<file path="config.mk">
export PLATFORM = sky130hd
export DESIGN_NAME = fehm_mod
export DESIGN_NICKNAME = d
export VERILOG_FILES = /design/src/hw/rtl/fehm_pkg.sv /design/src/hw/rtl/fehm_mod.sv
export SDC_FILE = /design/constraint.sdc
export NUM_CORES = 1
export LEC_CHECK = 0
export BUFFER_PORTS_ARGS = -buffer_cell sky130_fd_sc_hd__buf_2
export CAP_MARGIN = 0
export CORE_MARGIN = 3
export CORE_UTILIZATION = 55
export DETAILED_ROUTE_END_ITERATION = 10
export HOLD_SLACK_MARGIN = 0.06
export PLACE_DENSITY = 0.83
export SYNTH_ARGS = -nofsm -noshare
export SYNTH_HDL_FRONTEND = slang
export SYNTH_SLANG_ARGS = --single-unit
</file>
<file path="constraint.sdc">
create_clock -name clk -period 2.9 [get_ports clk]
set_input_delay 0.58 -clock clk [delete_from_list [all_inputs] [get_ports clk]]
set_output_delay 0.58 -clock clk [all_outputs]
set_load 0.05 [all_outputs]
</file>
<file path="src/hw/rtl/fehm_pkg.sv">
// Shared types, constants and helpers for the fire effect heat map unit.
`timescale 1ns / 1ps

package fehm_pkg;

    localparam int MAX_WIDTH  = 64;
    localparam int MAX_HEIGHT = 64;
    localparam int MAP_DEPTH  = MAX_WIDTH * MAX_HEIGHT;
    localparam int ADDR_W     = $clog2(MAP_DEPTH);

    localparam int COL_W  = 6;
    localparam int ROW_W  = 6;
    localparam int DIM_W  = 7;
    localparam int HEAT_W = 8;
    localparam int CFG_W  = 8;
    localparam int RAND_W = 16;

    // Four neighbor taps per cell, sum of four bytes.
    localparam int NUM_TAPS = 4;
    localparam int TAP_W    = $clog2(NUM_TAPS);
    localparam int SUM_W    = 10;
    localparam int FACTOR_W = 9;
    localparam int PROD_W   = SUM_W + FACTOR_W;

    localparam int RAND_OFFSET     = 32768;
    localparam int DEFAULT_PALETTE = 10;
    localparam int SCALE_BASE      = 200;
    localparam int SCALE_DIV       = 1000;
    localparam int HEAT_MAX        = 255;
    localparam int SAT_LIMIT       = (HEAT_MAX + 1) * SCALE_DIV;

    // Reciprocal of the scale divisor, rounded down; one correction step follows.
    localparam int RECIP_SHIFT = 20;
    localparam int RECIP_K     = (1 << RECIP_SHIFT) / SCALE_DIV;
    localparam int RECIP_W     = PROD_W + 11;
    localparam int QUOT_W      = 9;

    // Remainder unit operand sizes.
    localparam int MOD_DVD_W = RAND_W + 1;
    localparam int MOD_CNT_W = $clog2(MOD_DVD_W + 1);

    localparam int CFG_IDX_W = 2;
    localparam logic [CFG_IDX_W-1:0] REG_MULTIPLIER  = 2'd0;
    localparam logic [CFG_IDX_W-1:0] REG_COLOR_COUNT = 2'd1;
    localparam logic [CFG_IDX_W-1:0] REG_GRID_WIDTH  = 2'd2;
    localparam logic [CFG_IDX_W-1:0] REG_GRID_HEIGHT = 2'd3;

    typedef struct packed {
        logic               bottom;
        logic               last;
        logic [COL_W-1:0]   col;
        logic [ROW_W-1:0]   row;
        logic [COL_W-1:0]   col_l;
        logic [COL_W-1:0]   col_r;
        logic [ROW_W-1:0]   row_1;
        logic [ROW_W-1:0]   row_2;
        logic [RAND_W-1:0]  random_value;
    } item_t;

    typedef struct packed {
        logic [CFG_W-1:0] multiplier;
        logic [CFG_W-1:0] color_count;
    } cfg_t;

    typedef struct packed {
        logic                  start;
        logic [MOD_DVD_W-1:0]  dividend;
        logic [MOD_CNT_W-1:0]  nbits;
        logic [HEAT_W-1:0]     divisor;
    } mod_req_t;

    typedef struct packed {
        logic              done;
        logic [HEAT_W-1:0] rem;
    } mod_rsp_t;

    function automatic logic [ADDR_W-1:0] cell_addr(input logic [ROW_W-1:0] r,
                                                    input logic [COL_W-1:0] c);
        return ADDR_W'(r) * ADDR_W'(MAX_WIDTH) + ADDR_W'(c);
    endfunction

endpackage

</file>
<file path="src/hw/rtl/fehm_mod.sv">
// Bit-serial remainder unit: one dividend bit per cycle against an 8-bit divisor.
`timescale 1ns / 1ps

module fehm_mod
    import fehm_pkg::*;
(
    input  logic     clk,
    input  logic     rst_n,
    input  mod_req_t req,
    output mod_rsp_t rsp
);

    logic                 busy_reg;
    logic                 done_reg;
    logic [MOD_CNT_W-1:0] cnt_reg;
    logic [MOD_DVD_W-1:0] dvd_reg;
    logic [HEAT_W-1:0]    div_reg;
    logic [HEAT_W-1:0]    rem_reg;
    logic [HEAT_W:0]      trial, diff;
    logic                 ge;

    assign trial = {rem_reg, dvd_reg[MOD_DVD_W-1]};
    assign diff  = trial - {1'b0, div_reg};
    assign ge    = (trial >= {1'b0, div_reg});

    assign rsp.done = done_reg;
    assign rsp.rem  = rem_reg;

    always_ff @(posedge clk or negedge rst_n)
    begin
        if (!rst_n)
        begin
            busy_reg <= 1'b0;
            done_reg <= 1'b0;
            cnt_reg  <= '0;
            dvd_reg  <= '0;
            div_reg  <= '0;
            rem_reg  <= '0;
        end
        else
        begin
            done_reg <= 1'b0;
            if (req.start)
            begin
                busy_reg <= 1'b1;
                cnt_reg  <= req.nbits;
                dvd_reg  <= req.dividend;
                div_reg  <= req.divisor;
                rem_reg  <= '0;
            end
            else if (busy_reg)
            begin
                rem_reg <= ge ? diff[HEAT_W-1:0] : trial[HEAT_W-1:0];
                dvd_reg <= {dvd_reg[MOD_DVD_W-2:0], 1'b0};
                cnt_reg <= cnt_reg - MOD_CNT_W'(1);
                if (cnt_reg == MOD_CNT_W'(1))
                begin
                    busy_reg <= 1'b0;
                    done_reg <= 1'b1;
                end
            end
        end
    end

endmodule

</file>
==> results.cfg <==
[grt]
grt_max_degree = 44
overflow = 0
grt_pass1_vias = 1497
antenna_found_initial = 0
gr-usage-all-layers = 0.166
grt_pass1_wl_um = 6470

[placement]
routabilityCongestion = 0.759
dp_hpwl_um = 2870
dp_slack_ns = 0.393
placed_cells = 303
port_buffers = 41
placed_cell_area_sq_mm = 0.00242

[outcome]
status = finished, final reports clean

[timing]
hold_ws_ns = 0.393
fin_crit_sh = 0.853
fin_worst_skew_ns = 0.00395
hold_viol = 0
fmax_mhz = 404
setup_viol = 0
post-route-min-period_ns = 2.47
fin_ws_ns = 0.427
tightestPinTransition_ns = 0.839
slew_headroom = 0.441
fin_tns_setup_ns = 0
rsz0062_at_grt = false
finalMaxSlewViolations = 0

[logic_synthesis]
yosysSeqAreaShare = 0.458
syn_nets = 267
synth_area_sq_mm = 0.00219
synth-seq-cells = 40
syn_area_per_cell_sq_um = 9.80
synth_top_cell_by_area = dfrtp_1
synth_top_area_frac = 0.458
netlist_instances = 223
synth_area_leaders = dfrtp_1 (46%), mux2i_1 (9.6%), o21ai_0 (7.1%)
synth_cell_type_count = 32
yosysWarnings = 0

[finish]
diodes = 0
largest_register_ffs = 17
finish.instance_area_sq_mm = 0.00251
drive_gt1_frac = 0.221
area_growth_pct = 14.9
postLayoutCoreUtil = 0.671
layout.cells.non_filler = 311
final_nets = 306

[setup_path]
cp-end-kind = register
worst_ep_required_time_ns = 3.09
start_kind = register
crit_fanout = 9
criticalPathCategory = register to register
crit_arrival_ns = 2.66

[detailed_routing]
viasPerCell = 5.39
first_pass_iters = 4
wl_per_cell_um = 12.5
dr.first_iter.drc_count = 84
totalWireLength_um = 3900
ant_nets = 0
drc_errors = 0
vias = 1677

[hold_path]
min_path_type = primary input to asynchronous set/reset pin

[floorplan]
rows = 22
die_width_um = 69.0
initial_core_util = 0.584
die_h_um = 69.0
die_area_sq_mm = 0.00477
core_sq_mm = 0.00374
pin_count = 42

[clock_tree]
ctsResizeCount = 0
cts_hold_buf = 0
clkTransAtPathRegs_ns = 0.07
ctsRootBufferMaster = clkbuf_8
cts_tree = built
clock_path_buffers = 2
postCtsSetupRepairBufs = 0
numCtsBuffers = 5
clkSinkCount = 40
clock_latency_ns = 0.28
htreeDepth = 2

[pwr]
total_power_mw = 2.00
peakVddDrop_mv = 0.485
p_leak_nw = 1.35
power-per-cell-area_mw_per_mm2 = 794

[job]
drv_cap = 0
-- synthesized netlist by cell type --
library cell and count:
a211o_1 1, a211oi_1 7, a21o_1 4, a21oi_1 3, a311oi_1 1, a31oi_1 1
a41oi_4 1, buf_1 2, buf_2 5, buf_4 1, clkbuf_1 4, dfrtp_1 40
fa_1 1, ha_1 10, inv_1 12, mux2_2 4, mux2i_1 21, nand2_1 32
nand2b_1 7, nand3b_1 1, nor2_1 15, nor3_1 2, nor4b_1 1, o21a_1 2
o21ai_0 31, o21bai_2 1, o22ai_1 1, o311ai_0 2, or3_1 2, or4b_2 1
xnor2_1 4, xor2_1 3
-- final timing paths --
kind | slack [ns] | endpoint | from | cells past startpoint
max | 0.43 | rem_reg[0] | rem_reg[5] | 6
min | 0.39 | cnt_reg[4] | rst_n | 1
max reg2reg | 0.43 | rem_reg[0] | rem_reg[5] | 6
min reg2reg | 0.52 | div_reg[0] | div_reg[0] | 1
max in group asynchronous | 1.98 | div_reg[0] | rst_n | 1
min in group clk | 0.50 | dvd_reg[5] | req[18] | 3
-- placed cells by master, fill, tap and decap left out, drive strengths merged, types with 2 or more instances in the layout --
master,n
a211oi,7
a21o,4
a21oi,3
buf,44
clkbuf,7
dfrtp,40
ha,10
inv,12
mux2,4
mux2i,21
nand2,32
nand2b,7
nor2,15
nor3,2
o21a,2
o21ai,31
o311ai,2
or3,2
xnor2,4
xor2,3
-- cell families (layout without fill, tap and decap cells) --
family | after synthesis | count (layout) | synth area share
adder cells (fa/ha/maj) | 11 | 11 | 0.0664
AO/OA/AOI/OAI | 55 | 55 | 0.162
AND/OR/NAND/NOR | 61 | 61 | 0.123
flip-flops | 40 | 40 | 0.458
buffers and inverters | 24 | 64 | 0.0458
multiplexers | 25 | 25 | 0.117
XOR/XNOR | 7 | 7 | 0.0280
-- layout make-up --
class | instances | area [sq um]
Clock buffer | 7 | 86.3
Inverter | 12 | 45.0
Tap cell | 48 | 60.1
Fill cell | 329 | 1230
Multi-Input combinational cell | 159 | 1080
Clock inverter | 1 | 7.51
Timing Repair Buffer | 44 | 228
Sequential cell | 40 | 1000
-- worst max-delay path: stages, from the launching register on --
cell	delay (ns)
dfrtp_1	0.41
ha_1	0.39
a21o_1	0.22
a211o_1	0.32
a41oi_4	0.41
mux2_2	0.39
a211oi_1	0.24
-- power breakdown --
group / internal (mW) / leakage, nW / switching (mW)
clock: 0.193 / 0.0445 / 0.184
sequential: 0.648 / 0.493 / 0.0740
combinational: 0.369 / 0.809 / 0.528
-- metal layers --
layer	track usage	share of wire	up-vias
met5	0	0	-
met4	0.0564	0.010	0
met3	0.0452	0.047	5
met2	0.281	0.48	41
met1	0.203	0.46	782
li1	-	-	849
No activity file was read; power rests on OpenSTA's default activity.
