--- config.mk ---
export PLATFORM = sky130hd
export DESIGN_NAME = fehm_front
export DESIGN_NICKNAME = d
export VERILOG_FILES = /design/src/hw/rtl/fehm_pkg.sv /design/src/hw/rtl/fehm_front.sv
export SDC_FILE = /design/constraint.sdc
export NUM_CORES = 1
export LEC_CHECK = 0
export BUFFER_PORTS_ARGS = -buffer_cell sky130_fd_sc_hd__buf_2
export CORE_MARGIN = 2
export CORE_UTILIZATION = 56
export CTS_CLUSTER_DIAMETER = 60
export CTS_CLUSTER_SIZE = 25
export DETAILED_ROUTE_END_ITERATION = 6
export PLACE_DENSITY = 0.95
export SLEW_MARGIN = 20
export SYNTH_ARGS = -nofsm -noshare
export SYNTH_HDL_FRONTEND = slang
export SYNTH_SLANG_ARGS = --single-unit
--- constraint.sdc ---
create_clock -name clk -period 16 [get_ports clk]
set_input_delay 4.8 -clock clk [delete_from_list [all_inputs] [get_ports clk]]
set_output_delay 4.8 -clock clk [all_outputs]
set_load 0.02 [all_outputs]
--- src/hw/rtl/fehm_pkg.sv ---
// Shared types, constants and helpers for the fire effect heat map unit.
`timescale 1ns / 1ps

package fehm_pkg;

    localparam int MAX_WIDTH  = 64;
    localparam int MAX_HEIGHT = 64;
    localparam int MAP_DEPTH  = MAX_WIDTH * MAX_HEIGHT;
    localparam int ADDR_W     = $clog2(MAP_DEPTH);

    localparam int COL_W  = 6;
    localparam int ROW_W  = 6;
    localparam int DIM_W  = 7;
    localparam int HEAT_W = 8;
    localparam int CFG_W  = 8;
    localparam int RAND_W = 16;

    // Four neighbor taps per cell, sum of four bytes.
    localparam int NUM_TAPS = 4;
    localparam int TAP_W    = $clog2(NUM_TAPS);
    localparam int SUM_W    = 10;
    localparam int FACTOR_W = 9;
    localparam int PROD_W   = SUM_W + FACTOR_W;

    localparam int RAND_OFFSET     = 32768;
    localparam int DEFAULT_PALETTE = 10;
    localparam int SCALE_BASE      = 200;
    localparam int SCALE_DIV       = 1000;
    localparam int HEAT_MAX        = 255;
    localparam int SAT_LIMIT       = (HEAT_MAX + 1) * SCALE_DIV;

    // Reciprocal of the scale divisor, rounded down; one correction step follows.
    localparam int RECIP_SHIFT = 20;
    localparam int RECIP_K     = (1 << RECIP_SHIFT) / SCALE_DIV;
    localparam int RECIP_W     = PROD_W + 11;
    localparam int QUOT_W      = 9;

    // Remainder unit operand sizes.
    localparam int MOD_DVD_W = RAND_W + 1;
    localparam int MOD_CNT_W = $clog2(MOD_DVD_W + 1);

    localparam int CFG_IDX_W = 2;
    localparam logic [CFG_IDX_W-1:0] REG_MULTIPLIER  = 2'd0;
    localparam logic [CFG_IDX_W-1:0] REG_COLOR_COUNT = 2'd1;
    localparam logic [CFG_IDX_W-1:0] REG_GRID_WIDTH  = 2'd2;
    localparam logic [CFG_IDX_W-1:0] REG_GRID_HEIGHT = 2'd3;

    typedef struct packed {
        logic               bottom;
        logic               last;
        logic [COL_W-1:0]   col;
        logic [ROW_W-1:0]   row;
        logic [COL_W-1:0]   col_l;
        logic [COL_W-1:0]   col_r;
        logic [ROW_W-1:0]   row_1;
        logic [ROW_W-1:0]   row_2;
        logic [RAND_W-1:0]  random_value;
    } item_t;

    typedef struct packed {
        logic [CFG_W-1:0] multiplier;
        logic [CFG_W-1:0] color_count;
    } cfg_t;

    typedef struct packed {
        logic                  start;
        logic [MOD_DVD_W-1:0]  dividend;
        logic [MOD_CNT_W-1:0]  nbits;
        logic [HEAT_W-1:0]     divisor;
    } mod_req_t;

    typedef struct packed {
        logic              done;
        logic [HEAT_W-1:0] rem;
    } mod_rsp_t;

    function automatic logic [ADDR_W-1:0] cell_addr(input logic [ROW_W-1:0] r,
                                                    input logic [COL_W-1:0] c);
        return ADDR_W'(r) * ADDR_W'(MAX_WIDTH) + ADDR_W'(c);
    endfunction

endpackage

--- src/hw/rtl/fehm_front.sv ---
// Front end: configuration registers, frame walk and neighbor coordinates per cell.
`timescale 1ns / 1ps

module fehm_front
    import fehm_pkg::*;
(
    input  logic                 clk,
    input  logic                 rst_n,
    input  logic                 cfg_we,
    input  logic [CFG_IDX_W-1:0] cfg_index,
    input  logic [CFG_W-1:0]     cfg_data,
    input  logic                 s_tvalid,
    output logic                 s_tready,
    input  logic [RAND_W-1:0]    random_value,
    input  logic                 clear_done,
    input  logic                 q_ready,
    output logic                 q_push,
    output item_t                q_item,
    output cfg_t                 cfg
);

    logic [CFG_W-1:0] multiplier_reg;
    logic [CFG_W-1:0] color_count_reg;
    logic [DIM_W-1:0] grid_width_reg;
    logic [DIM_W-1:0] grid_height_reg;
    logic [COL_W-1:0] walk_col_reg, walk_col_next;
    logic [ROW_W-1:0] walk_row_reg, walk_row_next;
    logic             bottom_reg, bottom_next;

    logic [DIM_W-1:0] w_eff, h_eff, w_m1, h_m1;
    logic [DIM_W-1:0] x_inc, y1_inc, y2_inc, wr_inc;
    logic [ROW_W-1:0] y_cur, row_1;
    logic             wrap, frame_end;

    always_comb
    begin
        if (grid_width_reg == '0)
            w_eff = DIM_W'(1);
        else if (grid_width_reg > DIM_W'(MAX_WIDTH))
            w_eff = DIM_W'(MAX_WIDTH);
        else
            w_eff = grid_width_reg;

        if (grid_height_reg == '0)
            h_eff = DIM_W'(1);
        else if (grid_height_reg > DIM_W'(MAX_HEIGHT))
            h_eff = DIM_W'(MAX_HEIGHT);
        else
            h_eff = grid_height_reg;
    end

    assign w_m1   = w_eff - DIM_W'(1);
    assign h_m1   = h_eff - DIM_W'(1);
    assign x_inc  = DIM_W'(walk_col_reg) + DIM_W'(1);
    assign y_cur  = bottom_reg ? h_m1[ROW_W-1:0] : walk_row_reg;
    assign y1_inc = DIM_W'(y_cur) + DIM_W'(1);
    assign row_1  = (y1_inc == h_eff) ? '0 : y1_inc[ROW_W-1:0];
    assign y2_inc = DIM_W'(row_1) + DIM_W'(1);
    assign wr_inc = DIM_W'(walk_row_reg) + DIM_W'(1);
    assign wrap   = (x_inc >= w_eff);

    always_comb
    begin
        q_item.bottom       = bottom_reg;
        q_item.col          = walk_col_reg;
        q_item.row          = y_cur;
        q_item.col_l        = (walk_col_reg == '0) ? w_m1[COL_W-1:0]
                                                   : walk_col_reg - COL_W'(1);
        q_item.col_r        = wrap ? '0 : x_inc[COL_W-1:0];
        q_item.row_1        = row_1;
        q_item.row_2        = (y2_inc == h_eff) ? '0 : y2_inc[ROW_W-1:0];
        q_item.random_value = random_value;

        walk_col_next = wrap ? '0 : x_inc[COL_W-1:0];
        walk_row_next = walk_row_reg;
        bottom_next   = bottom_reg;
        frame_end     = 1'b0;
        if (wrap)
        begin
            if (bottom_reg)
            begin
                walk_row_next = '0;
                if (h_eff == DIM_W'(1))
                    frame_end = 1'b1;
                else
                    bottom_next = 1'b0;
            end
            else if (wr_inc >= h_m1)
            begin
                frame_end     = 1'b1;
                walk_row_next = '0;
                bottom_next   = 1'b1;
            end
            else
            begin
                walk_row_next = wr_inc[ROW_W-1:0];
            end
        end
        q_item.last = frame_end;
    end

    assign s_tready = clear_done && q_ready;
    assign q_push   = s_tvalid && s_tready;

    assign cfg.multiplier  = multiplier_reg;
    assign cfg.color_count = color_count_reg;

    always_ff @(posedge clk or negedge rst_n)
    begin
        if (!rst_n)
        begin
            multiplier_reg  <= '0;
            color_count_reg <= '0;
            grid_width_reg  <= DIM_W'(MAX_WIDTH);
            grid_height_reg <= DIM_W'(MAX_HEIGHT);
            walk_col_reg    <= '0;
            walk_row_reg    <= '0;
            bottom_reg      <= 1'b1;
        end
        else if (cfg_we)
        begin
            case (cfg_index)
                REG_MULTIPLIER:  multiplier_reg  <= cfg_data;
                REG_COLOR_COUNT: color_count_reg <= cfg_data;
                REG_GRID_WIDTH:
                begin
                    grid_width_reg <= cfg_data[DIM_W-1:0];
                    walk_col_reg   <= '0;
                    walk_row_reg   <= '0;
                    bottom_reg     <= 1'b1;
                end
                REG_GRID_HEIGHT:
                begin
                    grid_height_reg <= cfg_data[DIM_W-1:0];
                    walk_col_reg    <= '0;
                    walk_row_reg    <= '0;
                    bottom_reg      <= 1'b1;
                end
                default: ;
            endcase
        end
        else if (q_push)
        begin
            walk_col_reg <= walk_col_next;
            walk_row_reg <= walk_row_next;
            bottom_reg   <= bottom_next;
        end
    end

endmodule

==> impl_results.md, run 1 <==
- Status: finished, final reports clean
- Initial Utilization: 57.7%
- Core Area: ~5900 um2
- Total grt overflow: 0
- Placement row count: 28
- CP Class: reg -> out
- Pwr dens: ~140 nW/um2
- FF+latch area: between 1000 and 1500 um2
- Predominant post-synthesis flop cell: dfrtp_1
- First-pass GRT wire length: 13.3 mm
- R2R depth: 13
- GRT Util Overall: about a quarter
- Placed Cells: 475
- CTS tree: built
- Mapped Cells: 359
- Clock latency on the worst-skew pair: ~310 ps
- Rel. slew slack: 36.6%
- Worst setup path end: q_item[19]
- Area grow syn2layout: 9.89%
- Synthesized area: 3420 um2
- Layout Cells excl Fill: about 480
- Max Root-Sink Buffers: 2
- Detail Route Antenna Nets: 0
- Max frequency: 92.2 MHz
- Crit path launch: grid_height_reg[4]
- Number of clock buffers inserted by TritonCTS: 5
- ANT cells: 0
- R2R Path End: walk_row_reg[3]
- Total wire length: 8.22 mm
- DRC violations left: 0
- RR Startpoint: grid_height_reg[4]
- Clock transition at the registers of the reported paths: 80 ps
- Share of cells above drive strength 1: 30.1%
- Tmin final: 10840 ps
- Cts-stage hold buffer count: 0
- Crit-path max FO: 13
- Fillers: ~440
- Yosys warnings: 0
- Die X: roughly 82 um
- Drt first-iter violations: 302
- Clock Skews: 3.03 ps
- Post-CTS setup buffer count: 0
- Synth top area share: around 29%
- Setup TNS: 0 ps
- Vias in the first global route: between 2000 and 3000
- DP HPWL: 6.19 mm
- Gp weighted congestion: between 0.9 and 1
- Synth async-reset ratio: 100%
- Max-cap violations: 0
- Post-synth net total: 413
- Worst Tran Pin Value: 952 ps
- Final period util: about two thirds
- Post-cts resize count: 0
- Largest net degree at the start of global routing: 44
- Top post-synthesis cells by area: dfrtp_1 (29%), mux2_2 (10%), ha_1 (8.1%)
- Setup crit end kind: primary output
- Vias/cell: around 6.0
- Via count: 2921
- Post-synth cell types: 59
- Clk sinks: 43
- Synth Register Bits: 43
- Design Area, Final: 3750 um2
- Htree depth: 2
- Slew Limit Fails: 0
- Die extent in y: 82.1 um
- Fin. Hold Viols: 0
- Syn avg cell area: 9.52 um2
- Initial antenna violation count: 0
- Max IR drop VDD: 97.5 uV
- Largest area contributor in the netlist: dfrtp_1
- Drt first pass iters: 7
- Startpoint types: flip-flop
- I/O pin count: 104
- Post-synth EDFFs: 0
- Endpoints failing setup: 0
- Area after DPL: 3670 um2
- Area of the multi-input gates: 2070 um2
- Per-cell routed wire length: ~17 um
- Reg2reg setup slack: 12020 ps
- Die ar.: ~6700 um2
- Worst path required time: 11200 ps
- Seq/Total Area, Yosys: a little under a third
- Min-delay worst type: reg -> reg
- Arrival time worst endpoint: 6040 ps
- Clk root buf: clkbuf_8
- Port Buffers: 71
- RSZ-0062 raised after global routing: no
- Leakage: 1.85 nW
- Final nets: 461
## critical path, stage by stage, from the launching register on
cell and delay, ps:
dfrtp_1 470, or2_1 310, nor4_1 350, a21oi_1 230, ha_1 340, nand2_1 90
mux2i_1 90, a221o_1 460, nor4_1 490, xnor3_1 360, a2111oi_4 620, nor2_1 200
ha_1 380, xor2_1 150, o21ai_0 90, a2111oi_0 320, o2111a_1 240, o211a_2 270
nor3b_2 70, buf_2 200
## layer usage
layer | global-route usage (%) | part of all wire [%] | vias up
met2 | 44.3 | 50 | 142
met5 | 0 | 0 | -
met1 | 31.8 | 41 | 1399
met3 | 4.35 | 6.3 | 23
li1 | - | - | 1357
met4 | 10.7 | 2.4 | 0
## cell usage in the layout, fill, tap and decap left out, types with 15 or more instances in the layout
master	Yosys	layout
inv_1	15	15
mux2_2	31	31
buf_2	4	71
xnor2_1	15	15
nor2_1	22	22
nand2_1	29	29
nand3_1	19	19
ha_1	22	22
dfrtp_1	40	40
a21oi_1	17	17
## where the power goes
group,total (mW),leakage [nW],internal [mW],switching [mW]
Clock,0.0704,0.0412,0.0306,0.0399
Sequential,0.146,0.529,0.126,0.0209
Combinational,0.297,1.28,0.120,0.178
Total,0.514,1.85,0.276,0.238
## metrics by stage
step / hold slack (ps) / setup WS [ps] / power, mW / util (%)
after global placement: 484 / 5890 / 0.431 / 62.0
after global routing: 526 / 4700 / 0.548 / 63.4
after detailed placement: 491 / 5580 / 0.441 / 62.0
final: 508 / 5160 / 0.514 / 63.4
after floorplan: 503 / 6080 / 0.367 / -
after CTS: 511 / 5230 / 0.513 / 63.4
## cell usage after synthesis, types with 5 or more instances
library cell / number
dfrtp_1: 40
mux2_2: 31
nand2_1: 29
ha_1: 22
nor2_1: 22
nand3_1: 19
buf_4: 18
a21oi_1: 17
inv_1: 15
xnor2_1: 15
a21o_1: 13
nor2b_1: 10
a22o_1: 9
and2_1: 8
o21ai_0: 8
xor2_1: 8
clkbuf_1: 7
nand2b_1: 6
nor4_1: 5
## logic make-up after synthesis
| group | Yosys count | synth area share (%) |
|---|---|---|
| AOI/OAI and AO/OA | 70 | 15.5 |
| xor gates and xnor gates | 26 | 7.87 |
| adders and majority gates | 22 | 8.06 |
| buffers and inverters | 47 | 7.73 |
| DFF | 43 | 31.6 |
| muxes | 35 | 11.4 |
| and+or+nand+nor | 116 | 17.8 |
## final cells by class
cell class | count | area share, %
clock buffer | 6 | 1.93
clock inverter | 2 | 0.333
inverter | 16 | 1.60
multi-input combinational | 269 | 55.2
sequential | 43 | 28.8
tap | 75 | 2.50
timing repair buffer | 72 | 9.66
## worst min path at each step
stage | from | end | slack, ps | cells past startpoint
final | color_count_reg[0] | color_count_reg[0] | 510 | 1
after global routing | multiplier_reg[3] | multiplier_reg[3] | 530 | 1
after CTS | color_count_reg[0] | color_count_reg[0] | 510 | 1
after detailed placement | multiplier_reg[3] | multiplier_reg[3] | 490 | 1
after floorplan | grid_width_reg[0] | grid_width_reg[0] | 500 | 1
after global placement | color_count_reg[2] | color_count_reg[2] | 480 | 1
Power figures use the tool's default switching activity.
==> run 2: changes to the inputs <==
--- a/config.mk
+++ b/config.mk
@@ -5,13 +5,14 @@
 export SDC_FILE = /design/constraint.sdc
 export NUM_CORES = 1
 export LEC_CHECK = 0
+export ABC_AREA = 1
 export BUFFER_PORTS_ARGS = -buffer_cell sky130_fd_sc_hd__buf_2
 export CORE_MARGIN = 2
-export CORE_UTILIZATION = 56
+export CORE_UTILIZATION = 53
 export CTS_CLUSTER_DIAMETER = 60
 export CTS_CLUSTER_SIZE = 25
 export DETAILED_ROUTE_END_ITERATION = 6
-export PLACE_DENSITY = 0.95
+export PLACE_DENSITY = 0.93
 export SLEW_MARGIN = 20
 export SYNTH_ARGS = -nofsm -noshare
 export SYNTH_HDL_FRONTEND = slang
==> constraint.sdc (replaced) <==
create_clock -name clk -period 10 [get_ports clk]
set_input_delay 3 -clock clk [delete_from_list [all_inputs] [get_ports clk]]
set_output_delay 3 -clock clk [all_outputs]
set_load 0.02 [all_outputs]
==> impl_results.md, run 2 <==
- Clock latency on the worst-skew pair: 310 ps
- CP Class: reg -> out
- Cts-stage hold buffer count: 0
- Synth async-reset ratio: 100%
- Setup WS post-layout: 2210 ps
- Seq/Total Area, Yosys: 31.4%
- Post-CTS setup buffer count: 0
- Post-synth cell types: 34
- Total grt overflow: 0
- Htree depth: 2
- Largest area contributor in the netlist: dfrtp_1
- Routing usage on met3: 5.51%
- Commonest non-fill, non-tap cell in the layout: nand2_1
- Syn avg cell area: 6.82 um2
- Predominant post-synthesis flop cell: dfrtp_1
- Reg2reg setup slack: between 6000 and 7000 ps
- Drt first-iter violations: 452
- Mapped Cells: about 510
- Setup crit end kind: primary output
- Vias/cell: around 5.6
- Top post-synthesis cells by area: dfrtp_1 (29%), nand2_1 (16%), ha_1 (8.0%)
- Final nets: 612
- R2R Path End: walk_row_reg[0]
- Endpoints failing setup: 0
- Port Buffers: 71
- Vias in the first global route: 3287
- Per-cell routed wire length: 14.1 um
- Crit-path max FO: 11
- Clock Skews: 10.8 ps
- RSZ-0062 raised after global routing: no
- Clock transition at the registers of the reported paths: 90 ps
- Arrival time worst endpoint: 4790 ps
- DRC violations left: 0
- Worst Tran Pin Value: between 900 and 1000 ps
- Max IR drop VDD: 118 uV
- Max-cap violations: 0
- Clk root buf: clkbuf_8
- Count leader, synth: nand2_1
- Worst Hold Depth: 2
- First-pass GRT wire length: approximately 15 mm
- Synth Register Bits: 43
- R2R depth: 15
- Via count: 3532
- Synth top cells by count: nand2_1 (147), inv_1 (70), o21ai_0 (47), nand3_1 (41), dfrtp_1 (40)
- DP HPWL: 6.86 mm
- Clk sinks: 43
- Post-cts resize count: 0
- Met1 GRT Util: 33.1%
- Setup TNS: 0 ps
- Max Root-Sink Buffers: 2
- Area grow syn2layout: 12.1%
- Detail Route Antenna Nets: 0
- Core Area: ~6300 um2
- Final period util: 77.9%
- Synth top area share: approximately 29%
- Min-Delay Endpoint: multiplier_reg[4]
- Slew Limit Fails: 0
- Synthesized area: 3440 um2
- ANT cells: 0
- Min-delay worst type: reg -> reg
- Max frequency: 128 MHz
- Tmin final: 7790 ps
- Initial Utilization: about 55%
- Die X: 84.6 um
- Largest net degree at the start of global routing: 44
- Gp weighted congestion: between 0.9 and 1
- Met2 usage: about two fifths
- RR Startpoint: grid_height_reg[6]
- Post-synth EDFFs: 0
- Share of cells above drive strength 1: 19.5%
- Placement row count: 29
- I/O pin count: approximately 100
- HP Start: multiplier_reg[4]
- Drt first pass iters: 5
- Pwr dens: 248 nW/um2
- Die ar.: 7160 um2
- Number of clock buffers inserted by TritonCTS: 5
- Post-synth net total: 559
- Pre-CTS setup slack: 2640 ps
- Status: finished, final reports clean
- Die extent in y: 84.6 um
- Rel. slew slack: 38.3%
- Yosys warnings: 0
- Total wire length: a little under 9 mm
- Initial antenna violation count: 0
- Worst path required time: 7000 ps
- GRT Max-Usage Layer: met2
- Fin. Hold Viols: 0
- GRT Util Overall: 25.3%
- CTS tree: built
- Startpoint types: flip-flop
- Leakage: 2.22 nW
- Fillers: 562
- Most frequent cells in the layout: nand2_1 (147), buf_2 (71), inv_1 (70), o21ai_0 (47), nand3_1 (41)
-- run 2: changes by cell type after synthesis, moves of 9 or more --
cell     change
o21ai_0     +39
a21oi_1     -10
nand3_1     +22
mux2_2      -31
inv_1       +55
nand2_1    +118
nor2b_1     -10
nor2_1      +15
a21o_1      -13
xnor2_1     -13
a22o_1       -9
-- run 2: logic make-up (layout without fill, tap and decap cells) --
logic type / after synthesis / count (layout) / share of synthesized area [%]
AND/OR/NAND/NOR: 252 / 252 / 31.7
buffers and inverters: 101 / 155 / 13.3
AO/OA/AOI/OAI: 74 / 74 / 12.3
flip-flops: 43 / 43 / 31.4
adder cells (fa/ha/maj): 22 / 22 / 7.99
XOR/XNOR: 13 / 13 / 3.31
-- run 2: worst max-delay path by stage --
| stage | from | end | slack, ps |
|---|---|---|---|
| finish | grid_height_reg[6] | q_item[19] | 2210 |
| global route | grid_height_reg[6] | q_item[18] | 1760 |
| CTS | grid_height_reg[6] | q_item[19] | 2270 |
| detailed placement | grid_height_reg[6] | q_item[19] | 2640 |
| global placement | grid_height_reg[6] | q_item[17] | 2860 |
| floorplan | grid_height_reg[6] | q_item[16] | 2760 |
-- run 2: metrics by stage --
stage	utilization (%)	power (mW)	cells	instance area [um2]	hold WS, ps
after global routing	61.2	1.02	636	3860	522
after CTS	61.2	0.951	636	3860	498
final	61.2	0.958	636	3860	497
after floorplan	-	0.634	505	3440	475
after global placement	58.9	0.765	628	3720	464
after detailed placement	58.9	0.777	628	3720	476
-- run 2: layout make-up --
| cell class | instances | area [um2] | share of cell area, % |
|---|---|---|---|
| Sequential cell | 43 | 1080 | 28.0 |
| Inverter | 76 | 285 | 7.39 |
| Tap cell | 77 | 96.3 | 2.50 |
| Multi-Input combinational cell | 361 | 1900 | 49.3 |
| Clock buffer | 5 | 68.8 | 1.78 |
| Clock inverter | 3 | 71.3 | 1.85 |
| Timing Repair Buffer | 71 | 355 | 9.20 |
-- run 2: where the power goes --
part | internal (mW) | leakage (nW) | switching, mW | total, mW
registers | 0.199 | 0.547 | 0.0277 | 0.227
clock network | 0.101 | 0.0703 | 0.0686 | 0.170
logic | 0.179 | 1.60 | 0.382 | 0.561
-- run 2: metal layers --
layer  wire, um  up-vias
li1           -     1699
met1       3810     1649
met2       4290      158
met3        689       26
met4        164        0
met5          0        -
-- run 2: worst max-delay path: stages, from the launching register on --
cell,delay (ps)
dfstp_2,700
inv_2,150
nand2_1,130
a21boi_4,250
ha_1,270
o21ai_0,300
ha_1,210
inv_1,50
nor2_2,140
inv_1,60
nand2_1,100
nand2_1,70
a21oi_1,180
nand3_1,120
nor2_2,190
nand3_4,140
nand2_1,110
inv_1,70
ha_1,280
inv_1,50
xor2_1,150
a21oi_1,120
nand3_1,100
nor2_2,100
nand2_2,70
nor2_4,170
nor2_1,60
buf_2,150
