--- config.mk ---
export PLATFORM = sky130hd
export DESIGN_NAME = fehm_queue
export DESIGN_NICKNAME = d
export VERILOG_FILES = /design/src/hw/rtl/fehm_pkg.sv /design/src/hw/rtl/fehm_queue.sv
export SDC_FILE = /design/constraint.sdc
export NUM_CORES = 1
export LEC_CHECK = 0
export BUFFER_PORTS_ARGS = -buffer_cell sky130_fd_sc_hd__buf_2
export CORE_MARGIN = 4
export CORE_UTILIZATION = 48
export DETAILED_ROUTE_END_ITERATION = 16
export PLACE_DENSITY = 0.86
export SYNTH_ARGS = -nofsm -noshare
export SYNTH_HDL_FRONTEND = slang
export SYNTH_SLANG_ARGS = --single-unit
--- constraint.sdc ---
create_clock -name clk -period 4 [get_ports clk]
set_input_delay 0.6 -clock clk [delete_from_list [all_inputs] [get_ports clk]]
set_output_delay 0.6 -clock clk [all_outputs]
set_load 0.02 [all_outputs]
--- src/hw/rtl/fehm_pkg.sv ---
// Shared types, constants and helpers for the fire effect heat map unit.
`timescale 1ns / 1ps

package fehm_pkg;

    localparam int MAX_WIDTH  = 64;
    localparam int MAX_HEIGHT = 64;
    localparam int MAP_DEPTH  = MAX_WIDTH * MAX_HEIGHT;
    localparam int ADDR_W     = $clog2(MAP_DEPTH);

    localparam int COL_W  = 6;
    localparam int ROW_W  = 6;
    localparam int DIM_W  = 7;
    localparam int HEAT_W = 8;
    localparam int CFG_W  = 8;
    localparam int RAND_W = 16;

    // Four neighbor taps per cell, sum of four bytes.
    localparam int NUM_TAPS = 4;
    localparam int TAP_W    = $clog2(NUM_TAPS);
    localparam int SUM_W    = 10;
    localparam int FACTOR_W = 9;
    localparam int PROD_W   = SUM_W + FACTOR_W;

    localparam int RAND_OFFSET     = 32768;
    localparam int DEFAULT_PALETTE = 10;
    localparam int SCALE_BASE      = 200;
    localparam int SCALE_DIV       = 1000;
    localparam int HEAT_MAX        = 255;
    localparam int SAT_LIMIT       = (HEAT_MAX + 1) * SCALE_DIV;

    // Reciprocal of the scale divisor, rounded down; one correction step follows.
    localparam int RECIP_SHIFT = 20;
    localparam int RECIP_K     = (1 << RECIP_SHIFT) / SCALE_DIV;
    localparam int RECIP_W     = PROD_W + 11;
    localparam int QUOT_W      = 9;

    // Remainder unit operand sizes.
    localparam int MOD_DVD_W = RAND_W + 1;
    localparam int MOD_CNT_W = $clog2(MOD_DVD_W + 1);

    localparam int CFG_IDX_W = 2;
    localparam logic [CFG_IDX_W-1:0] REG_MULTIPLIER  = 2'd0;
    localparam logic [CFG_IDX_W-1:0] REG_COLOR_COUNT = 2'd1;
    localparam logic [CFG_IDX_W-1:0] REG_GRID_WIDTH  = 2'd2;
    localparam logic [CFG_IDX_W-1:0] REG_GRID_HEIGHT = 2'd3;

    typedef struct packed {
        logic               bottom;
        logic               last;
        logic [COL_W-1:0]   col;
        logic [ROW_W-1:0]   row;
        logic [COL_W-1:0]   col_l;
        logic [COL_W-1:0]   col_r;
        logic [ROW_W-1:0]   row_1;
        logic [ROW_W-1:0]   row_2;
        logic [RAND_W-1:0]  random_value;
    } item_t;

    typedef struct packed {
        logic [CFG_W-1:0] multiplier;
        logic [CFG_W-1:0] color_count;
    } cfg_t;

    typedef struct packed {
        logic                  start;
        logic [MOD_DVD_W-1:0]  dividend;
        logic [MOD_CNT_W-1:0]  nbits;
        logic [HEAT_W-1:0]     divisor;
    } mod_req_t;

    typedef struct packed {
        logic              done;
        logic [HEAT_W-1:0] rem;
    } mod_rsp_t;

    function automatic logic [ADDR_W-1:0] cell_addr(input logic [ROW_W-1:0] r,
                                                    input logic [COL_W-1:0] c);
        return ADDR_W'(r) * ADDR_W'(MAX_WIDTH) + ADDR_W'(c);
    endfunction

endpackage

--- src/hw/rtl/fehm_queue.sv ---
// Two-entry queue of classified cells between the front end and the back end.
`timescale 1ns / 1ps

module fehm_queue
    import fehm_pkg::*;
(
    input  logic  clk,
    input  logic  rst_n,
    input  logic  push,
    input  item_t push_item,
    output logic  in_ready,
    output logic  out_valid,
    input  logic  pop,
    output item_t head
);

    item_t      entry_reg [2];
    logic       wr_ptr_reg, rd_ptr_reg;
    logic [1:0] count_reg;

    assign in_ready  = (count_reg != 2'd2);
    assign out_valid = (count_reg != 2'd0);
    assign head      = entry_reg[rd_ptr_reg];

    always_ff @(posedge clk)
    begin
        if (push)
            entry_reg[wr_ptr_reg] <= push_item;
    end

    always_ff @(posedge clk or negedge rst_n)
    begin
        if (!rst_n)
        begin
            wr_ptr_reg <= 1'b0;
            rd_ptr_reg <= 1'b0;
            count_reg  <= 2'd0;
        end
        else
        begin
            if (push)
                wr_ptr_reg <= ~wr_ptr_reg;
            if (pop && out_valid)
                rd_ptr_reg <= ~rd_ptr_reg;
            if (push && !(pop && out_valid))
                count_reg <= count_reg + 2'd1;
            else if (!push && pop && out_valid)
                count_reg <= count_reg - 2'd1;
        end
    end

endmodule

==> results.sh, run 1 <==
export IMPL_status="finished clean"
export IMPL_cp_start_kind="register"
export IMPL_synth_seq_cells=112
export IMPL_layout_commonest_cell="buf_2"
export IMPL_finalHoldViolCount=0
export IMPL_synth_area_um2=4350
export IMPL_relSlewSlack_pct=17.8
export IMPL_dr_wl_met3_um=571
export IMPL_core_area_um2=8760
export IMPL_skew_ns=0.00985
export IMPL_drtPass1Iterations=4
export IMPL_cts_hold_buf=0
export IMPL_nNetsFinal=366
export IMPL_largest_reg_flops=108
export IMPL_cts_root_buf="clkbuf_8"
export IMPL_drtIter0Drc=63
export IMPL_fin_tns_setup_ns=0
export IMPL_avgRoutedWirePerCell_um=16.3
export IMPL_ios=114
export IMPL_grt_max_degree=56
export IMPL_wl_met2_mm=3.46
export IMPL_cp_required_ns=3.40
export IMPL_final_cell_mix="113 x buf_2, 108 x edfxtp_1, 49 x mux2_4, 9 x clkbuf_8, 5 x mux2_2"
export IMPL_start_util_pct=49.6
export IMPL_die_area_um2=10600
export IMPL_yosys_warnings=0
export IMPL_grt_pass1_wl_mm=10.3
export IMPL_drc_errors=0
export IMPL_clk_pin_slew_ns=0.09
export IMPL_ir_worst_vdd_v=0.000474
export IMPL_diodes=0
export IMPL_postSynthAreaPerCell_um2=23.1
export IMPL_first_global_vias=2118
export IMPL_crit_buf_inv=1
export IMPL_vias=2082
export IMPL_cts_buffers=9
export IMPL_max_freq_mhz=377
export IMPL_htreeDepth=3
export IMPL_grt_total_usage_pct=13.0
export IMPL_antenna_found_initial=0
export IMPL_powerDensity_nw_per_um2=708
export IMPL_worst_slew_pin_slew_ns=1.23
export IMPL_max_cap_violations=0
export IMPL_p_leak_uw=0.00209
export IMPL_slowest_delay_ns=1.08
export IMPL_die_w_um=103
export IMPL_via_per_inst=4.95
export IMPL_cts_resized=0
export IMPL_synth_cell_type_count=18
export IMPL_cts_path_max_buffers=2
export IMPL_arrival_ns=2.05
export IMPL_synth_seq_area_share_pct=76.9
export IMPL_m1WireLength_mm=2.76
export IMPL_path_cells="mux2_2 -> buf_2"
export IMPL_cp_end_kind="output pin"
export IMPL_synth_fp_nets=246
export IMPL_rows=34
export IMPL_die_h_um=103
export IMPL_grt_ovfl_total=0
export IMPL_cts_setup_buffers=0
export IMPL_port_buffers=113
export IMPL_highest_layer="met4"
export IMPL_syn_inst=188
export IMPL_cp_top_family="flip-flops"
export IMPL_drv_slew=0
export IMPL_routed_wl_mm=6.86
export IMPL_hold_class="primary input to asynchronous set/reset pin"
export IMPL_critPathKind="register to output pin"
export IMPL_dp_hpwl_mm=4.62
export IMPL_layout_drive_gt1_share_pct=59.7
export IMPL_ant_nets=0
export IMPL_fillerInstances=673
export IMPL_cpMaxStageDelayCell="dfrtp_4"
export IMPL_cts_tree="built"
export IMPL_fin_crit_sh_pct=66.3
export IMPL_period_needed_ns=2.65
export IMPL_syn2layout_area_growth_pct=19.2
export IMPL_cts_num_sinks=112
export IMPL_insertion_delay_ns=0.36
export IMPL_crit_fanout=55
export IMPL_setup_viol=0
export IMPL_place_gp_congestion=0.668
export IMPL_timing_hold_ws_ns=0.0367
export IMPL_rsz0062_at_grt="no"
-- layer usage --
metal,vias to the layer above,global-route usage [%]
met2,73,22.5
li1,978,-
met5,-,0
met4,0,4.18
met1,1023,15.0
met3,8,4.76
-- area by class of cell --
cell class | instances | area [um2] | area share [%]
flip-flops and latches | 112 | 3350 | 64.6
multi-input cells | 69 | 900 | 17.4
repair buffers | 115 | 581 | 11.2
well taps | 108 | 135 | 2.61
clock buffers | 9 | 124 | 2.39
clock inverters | 7 | 95.1 | 1.83
inverters | 1 | 3.75 | 0.0724
-- through the flow --
| stage | area (um2) | utilization, % | total power [uW] | setup WS [ns] | instances |
|---|---|---|---|---|---|
| 2_1_floorplan | 4350 | - | 2750 | 0.540 | 188 |
| 3_5_place_dp | 4970 | 56.7 | 3020 | 1.61 | 405 |
| 6_report | 5180 | 59.2 | 3670 | 1.35 | 421 |
| 4_1_cts | 5180 | 59.2 | 3730 | 1.31 | 421 |
| 5_1_grt | 5180 | 59.2 | 3850 | 1.25 | 421 |
| 3_3_place_gp | 4970 | 56.7 | 2990 | 1.66 | 405 |
-- logic make-up (layout without fill, tap and decap cells) --
group / after synthesis / in the layout / share of synthesized area (%)
flops: 112 / 112 / 76.9
compound gates: 2 / 2 / 0.230
simple gates: 9 / 9 / 1.21
mux: 55 / 55 / 18.4
buf+inv: 7 / 132 / 2.65
xor+xnor: 3 / 3 / 0.604
-- cells in the mapped netlist --
| library cell | count | area share, % |
|---|---|---|
| edfxtp_1 | 108 | 75 |
| mux2_4 | 49 | 17 |
| buf_12 | 5 | 2.3 |
| mux2_2 | 5 | 1.3 |
| dfrtp_1 | 4 | 2.3 |
| a21oi_1 | 2 | 0.23 |
| nand2_1 | 2 | 0.17 |
| nand2b_1 | 2 | 0.29 |
| xor2_1 | 2 | 0.40 |
| and2_1 | 1 | 0.14 |
| and4_1 | 1 | 0.20 |
| buf_6 | 1 | 0.26 |
| inv_1 | 1 | 0.086 |
| mux2i_1 | 1 | 0.23 |
| nor2b_1 | 1 | 0.14 |
| nor3_1 | 1 | 0.11 |
| or2_2 | 1 | 0.14 |
| xnor2_1 | 1 | 0.20 |
-- where the power goes --
| group | total, uW | switching (uW) | internal, uW | leakage (uW) |
|---|---|---|---|---|
| sequential | 1770 | 210 | 1560 | 0.00106 |
| clock | 712 | 358 | 354 | 0.000106 |
| combinational | 1190 | 593 | 596 | 0.000926 |
| total | 3670 | 1160 | 2510 | 0.00209 |
-- path summary, 6_finish.rpt --
kind	from	to	slack, ns	cells after the start
hold / removal	rst_n	count_reg[1]	0.04	1
setup reg to reg	wr_ptr_reg	entry_reg[1][29]	1.96	2
setup / recovery	rd_ptr_reg	head[51]	1.35	2
hold reg to reg	wr_ptr_reg	wr_ptr_reg	0.56	1
max in group asynchronous	rst_n	rd_ptr_reg	3.83	1
min in group clk	push_item[16]	entry_reg[0][16]	0.43	1
Power figures use the tool's default switching activity.
==> run 2: changes to the inputs <==
--- a/config.mk
+++ b/config.mk
@@ -7,9 +7,9 @@
 export LEC_CHECK = 0
 export BUFFER_PORTS_ARGS = -buffer_cell sky130_fd_sc_hd__buf_2
 export CORE_MARGIN = 4
-export CORE_UTILIZATION = 48
+export CORE_UTILIZATION = 47
 export DETAILED_ROUTE_END_ITERATION = 16
-export PLACE_DENSITY = 0.86
+export PLACE_DENSITY = 0.87
 export SYNTH_ARGS = -nofsm -noshare
 export SYNTH_HDL_FRONTEND = slang
 export SYNTH_SLANG_ARGS = --single-unit
==> constraint.sdc (replaced) <==
create_clock -name clk -period 2.25 [get_ports clk]
set_input_delay 0.3375 -clock clk [delete_from_list [all_inputs] [get_ports clk]]
set_output_delay 0.3375 -clock clk [all_outputs]
set_load 0.02 [all_outputs]
==> results.sh, run 2 (synthesis gave the netlist of run 1 again) <==
export IMPL_p_leak_uw=0.00213
export IMPL_cp_top_family="flip-flops"
export IMPL_ir_worst_vdd_v=0.000742
export IMPL_die_w_um=104
export IMPL_stdcell_count=427
export IMPL_relSlewSlack_pct=67.8
export IMPL_grtUsageMet1_pct=15.9
export IMPL_path_cells="buf_4 -> mux2_4 -> buf_2"
export IMPL_arrival_ns=1.74
export IMPL_crit_buf_inv=2
export IMPL_routed_wl_mm=7.25
export IMPL_dp_hpwl_mm=5.14
export IMPL_vias=2103
export IMPL_finalHoldViolCount=0
export IMPL_largest_reg_flops=108
export IMPL_max_freq_mhz=481
export IMPL_worst_slew_pin_slew_ns=0.482
export IMPL_fillerInstances=680
export IMPL_timing_hold_ws_ns=0.160
export IMPL_hold_depth=1
export IMPL_drc_errors=0
export IMPL_cts_tree="built"
export IMPL_die_area_um2=10900
export IMPL_cp_start_kind="register"
export IMPL_grt_max_degree=32
export IMPL_fin_tns_setup_ns=0
export IMPL_gr_usage_met3_pct=4.47
export IMPL_core_area_um2=8850
export IMPL_hold_class="primary input to register"
export IMPL_crit_fanout=13
export IMPL_layout_drive_gt1_share_pct=60.5
export IMPL_insertion_delay_ns=0.36
export IMPL_cts_root_buf="clkbuf_8"
export IMPL_ios=114
export IMPL_slowest_delay_ns=0.60
export IMPL_cp_required_ns=1.91
export IMPL_drv_slew=0
export IMPL_via_per_inst=4.93
export IMPL_antenna_found_initial=0
export IMPL_grt_ovfl_total=0
export IMPL_rows=34
export IMPL_drtPass1Iterations=4
export IMPL_period_needed_ns=2.08
export IMPL_cts_path_max_buffers=2
export IMPL_start_util_pct=49.2
export IMPL_layout_commonest_cell="buf_2"
export IMPL_htreeDepth=3
export IMPL_port_buffers=113
export IMPL_diodes=0
export IMPL_rsz0062_at_grt="no"
export IMPL_path_depth=3
export IMPL_cts_buffers=9
export IMPL_grt_total_usage_pct=13.9
export IMPL_fin_crit_sh_pct=92.5
export IMPL_met2_usage_pct=24.8
export IMPL_syn2layout_area_growth_pct=21.0
export IMPL_ant_nets=0
export IMPL_cpMaxStageDelayCell="dfrtp_4"
export IMPL_clk_pin_slew_ns=0.11
export IMPL_cts_num_sinks=112
export IMPL_avgRoutedWirePerCell_um=17.0
export IMPL_critPathKind="register to output pin"
export IMPL_grt_pass1_wl_mm=11.6
export IMPL_reg2reg_depth=2
export IMPL_cp_end_kind="output pin"
export IMPL_max_cap_violations=0
export IMPL_powerDensity_nw_per_um2=1250
export IMPL_die_h_um=104
export IMPL_setup_viol=0
export IMPL_gr_max_usage_layer="met2"
export IMPL_drtIter0Drc=110
export IMPL_dp_cells=409
export IMPL_skew_ns=0.00976
export IMPL_first_global_vias=2300
export IMPL_final_cell_mix="113 x buf_2, 108 x edfxtp_1, 49 x mux2_4, 10 x clkbuf_8, 5 x mux2_2"
export IMPL_place_gp_congestion=0.697
export IMPL_status="finished clean"
export IMPL_nNetsFinal=372
run 2: cell types whose count changed in the layout (fill, tap and decap cells not counted), sizes merged:
cell,before,now
buf,115,120
bufinv,2,1
clkbuf,9,11
clkinvlp,1,0
dlygate4sd3,0,1
run 2: timing repair:
item,CTS,global route
resized for setup,0,0
hold buffers,1,0
hold endpoints to repair,4,0
endpoints found under the setup margin,12,0
buffers inserted,1,0
run 2: through the flow:
| stage | setup WS [ns] | cell area (um2) | utilization (%) | total power, uW |
|---|---|---|---|---|
| after global placement | 0.421 | 5030 | 56.9 | 5390 |
| final | 0.169 | 5260 | 59.5 | 6580 |
| after floorplan | 0.0103 | 4350 | - | 4880 |
| after global routing | 0.0979 | 5260 | 59.5 | 6900 |
| after detailed placement | 0.378 | 5030 | 56.9 | 5450 |
| after CTS | 0.131 | 5260 | 59.5 | 6680 |
run 2: area by class of cell:
class                   count  area [um2]  share of cell area, %
inverters                   1        3.75                 0.0713
multi-input cells          69         900                   17.1
clock inverters             5        65.1                   1.24
clock buffers              11         141                   2.69
well taps                 108         135                   2.57
repair buffers            121         669                   12.7
flip-flops and latches    112        3350                   63.6
run 2: metal layers:
layer  vias to the layer above  share of wire (%)
met5                         -                  0
met4                         0                1.0
met3                        10                6.2
met2                        73                 53
met1                      1029                 40
li1                        991                  -
run 2: path summary, 6_finish.rpt:
kind	startpoint	to	slack [ns]
setup reg to reg	wr_ptr_reg	entry_reg[0][37]	0.84
hold / removal	push_item[47]	entry_reg[0][47]	0.16
setup / recovery	rd_ptr_reg	head[20]	0.17
hold reg to reg	wr_ptr_reg	wr_ptr_reg	0.54
min in group asynchronous	rst_n	count_reg[0]	0.31
max in group asynchronous	rst_n	rd_ptr_reg	1.79
run 2: power by group:
| part | switching [uW] | internal, uW | total, uW | leakage (uW) |
|---|---|---|---|---|
| Combinational | 1300 | 1130 | 2430 | 0.000968 |
| Sequential | 178 | 2770 | 2940 | 0.00106 |
| Clock | 649 | 557 | 1210 | 0.000104 |
| Total | 2130 | 4460 | 6580 | 0.00213 |
==> run 3: changes to the inputs <==
--- a/config.mk
+++ b/config.mk
@@ -5,11 +5,13 @@
 export SDC_FILE = /design/constraint.sdc
 export NUM_CORES = 1
 export LEC_CHECK = 0
+export ABC_AREA = 1
 export BUFFER_PORTS_ARGS = -buffer_cell sky130_fd_sc_hd__buf_2
 export CORE_MARGIN = 4
 export CORE_UTILIZATION = 47
 export DETAILED_ROUTE_END_ITERATION = 16
-export PLACE_DENSITY = 0.87
+export GPL_TIMING_DRIVEN = 0
+export PLACE_DENSITY = 0.88
 export SYNTH_ARGS = -nofsm -noshare
 export SYNTH_HDL_FRONTEND = slang
 export SYNTH_SLANG_ARGS = --single-unit
==> results.sh, run 3 <==
export IMPL_fin_crit_sh_pct=84.2
export IMPL_ios=114
export IMPL_dp_cells=527
export IMPL_crit_path_start="rd_ptr_reg"
export IMPL_cts_root_buf="clkbuf_8"
export IMPL_layout_drive_gt1_share_pct=33.3
export IMPL_cp_start_kind="register"
export IMPL_first_global_vias=2615
export IMPL_synth_area_leader_cell="edfxtp_1"
export IMPL_start_util_pct=49.3
export IMPL_grt_total_usage_pct=15.4
export IMPL_period_needed_ns=1.89
export IMPL_rows=33
export IMPL_synth_cell_type_count=15
export IMPL_stdcell_count=543
export IMPL_postSynthAreaPerCell_um2=13.5
export IMPL_core_area_um2=8380
export IMPL_max_freq_mhz=528
export IMPL_postLayoutCoreUtil_pct=60.4
export IMPL_fillerInstances=695
export IMPL_path_cells="buf_2 -> inv_4 -> buf_4 -> nand2_1 -> nand2_1 -> buf_2"
export IMPL_relSlewSlack_pct=51.4
export IMPL_clk_pin_slew_ns=0.10
export IMPL_layout_commonest_cell="nand2_1"
export IMPL_hold_class="primary input to register"
export IMPL_die_w_um=102
export IMPL_insertion_delay_ns=0.35
export IMPL_via_per_inst=4.76
export IMPL_syn2layout_area_growth_pct=22.4
export IMPL_critPathKind="register to output pin"
export IMPL_die_area_um2=10400
export IMPL_largest_reg_flops=108
export IMPL_rr_startpoint="wr_ptr_reg"
export IMPL_dp_hpwl_mm=5.43
export IMPL_ant_nets=0
export IMPL_yosys_warnings=0
export IMPL_ys_async_sr_fraction_pct=3.57
export IMPL_drc_errors=0
export IMPL_min_from="push_item[42]"
export IMPL_status="finished clean"
export IMPL_max_cap_violations=0
export IMPL_drtIter0Drc=103
export IMPL_cts_buffers=9
export IMPL_powerDensity_nw_per_um2=1280
export IMPL_ir_worst_vdd_v=0.000647
export IMPL_synth_fp_nets=365
export IMPL_synth_top_area_share_pct=78.5
export IMPL_cts_setup_buffers=0
export IMPL_final_cell_mix="169 x nand2_1, 119 x buf_2, 108 x edfxtp_1, 9 x clkbuf_8, 5 x buf_4"
export IMPL_vias=2584
export IMPL_place_gp_congestion=0.699
export IMPL_synthTopCellsByCount="169 x nand2_1, 108 x edfxtp_1, 6 x buf_2"
export IMPL_cts_num_sinks=112
export IMPL_yosysMostFrequentCell="nand2_1"
export IMPL_cp_end_kind="output pin"
export IMPL_syn_inst=307
export IMPL_skew_ns=0.0117
export IMPL_port_buffers=113
export IMPL_crit_fanout=10
export IMPL_yosys_top_cells_area="edfxtp_1 78%, nand2_1 15%, dfrtp_1 2.4%"
export IMPL_synth_seq_area_share_pct=80.9
export IMPL_drv_slew=0
export IMPL_avgRoutedWirePerCell_um=14.2
export IMPL_grt_max_degree=32
export IMPL_slowest_delay_ns=0.37
export IMPL_synth_seq_cells=112
export IMPL_routed_wl_mm=7.70
export IMPL_p_leak_uw=0.00221
export IMPL_htreeDepth=3
export IMPL_grt_ovfl_total=0
export IMPL_nNetsFinal=492
export IMPL_cpMaxStageDelayCell="dfrtp_1"
export IMPL_grt_pass1_wl_mm=12.1
export IMPL_finalHoldViolCount=0
export IMPL_diodes=0
export IMPL_cts_path_max_buffers=2
export IMPL_cp_required_ns=1.91
export IMPL_antenna_found_initial=0
export IMPL_drtPass1Iterations=4
export IMPL_synth_area_um2=4130
export IMPL_worst_slew_pin_slew_ns=0.727
export IMPL_cts_tree="built"
export IMPL_arrival_ns=1.56
export IMPL_synth_edf_count=108
export IMPL_die_h_um=102
export IMPL_synth_main_ff_cell="edfxtp_1"
export IMPL_rsz0062_at_grt="no"
export IMPL_setup_viol=0
run 3: path summary, 6_finish.rpt:
| check | depth (start not counted) | to | slack (ns) |
|---|---|---|---|
| min in group asynchronous | 2 | count_reg[0] | 0.31 |
| worst max register to register | 2 | entry_reg[0][34] | 0.60 |
| worst min-delay path | 1 | entry_reg[0][42] | 0.16 |
| worst max-delay path | 6 | head[7] | 0.36 |
| worst min register to register | 1 | count_reg[0] | 0.56 |
| max in group asynchronous | 2 | rd_ptr_reg | 1.81 |
run 3: critical path: cells and delay by family, from the launching register on:
| family | cells | cell delay (ns) |
|---|---|---|
| flops | 1 | 0.37 |
| simple gates | 2 | 0.14 |
| buf+inv | 4 | 0.70 |
run 3: cells by family (layout without fill, tap and decap cells):
logic type	Yosys count	count (layout)	synth area share [%]
xor gates and xnor gates	3	3	0.636
buffers and inverters	17	148	2.24
and+or+nand+nor	173	173	16.0
AOI/OAI and AO/OA	2	2	0.303
DFF	112	112	80.9
run 3: what timing repair did:
item / 4_1_cts / 5_1_grt
hold buffers: 1 / 0
endpoints found under the hold margin: 4 / 0
resized for setup: 0 / 0
run 3: per-layer routing:
layer	share of wire, %	GRT usage [%]	vias up
met2	53	27.7	80
met4	0.36	5.73	0
met5	0	0	-
met1	40	18.1	1220
met3	6.2	3.44	3
li1	-	-	1281
run 3: cell type report:
class	instances	area, um2	area share [%]
inverters	6	25.0	0.495
clock inverters	5	42.5	0.841
plain buffers	11	67.6	1.34
well taps	105	131	2.60
clock buffers	10	128	2.52
flip-flops and latches	112	3340	66.1
multi-input cells	178	706	14.0
repair buffers	116	616	12.2
run 3: power by group:
part	switching, uW	leakage, uW	internal [uW]	total [uW]
sequential	116	0.00106	2770	2880
clock	643	0.0000765	407	1050
combinational	1770	0.00108	770	2540
run 3: metrics by stage:
step / instance area (um2) / hold WS, ns / setup WS, ns / setup TNS (ns) / total power (uW)
after floorplan: 4140 / 0.0419 / 0.00607 / 0 / 4580
after global placement: 4830 / 0.146 / -0.820 / -58.00 / 5430
after detailed placement: 4880 / 0.149 / 0.463 / 0 / 5520
after CTS: 5060 / 0.141 / 0.304 / 0 / 6550
after global routing: 5060 / 0.133 / 0.218 / 0 / 6900
final: 5060 / 0.163 / 0.355 / 0 / 6470
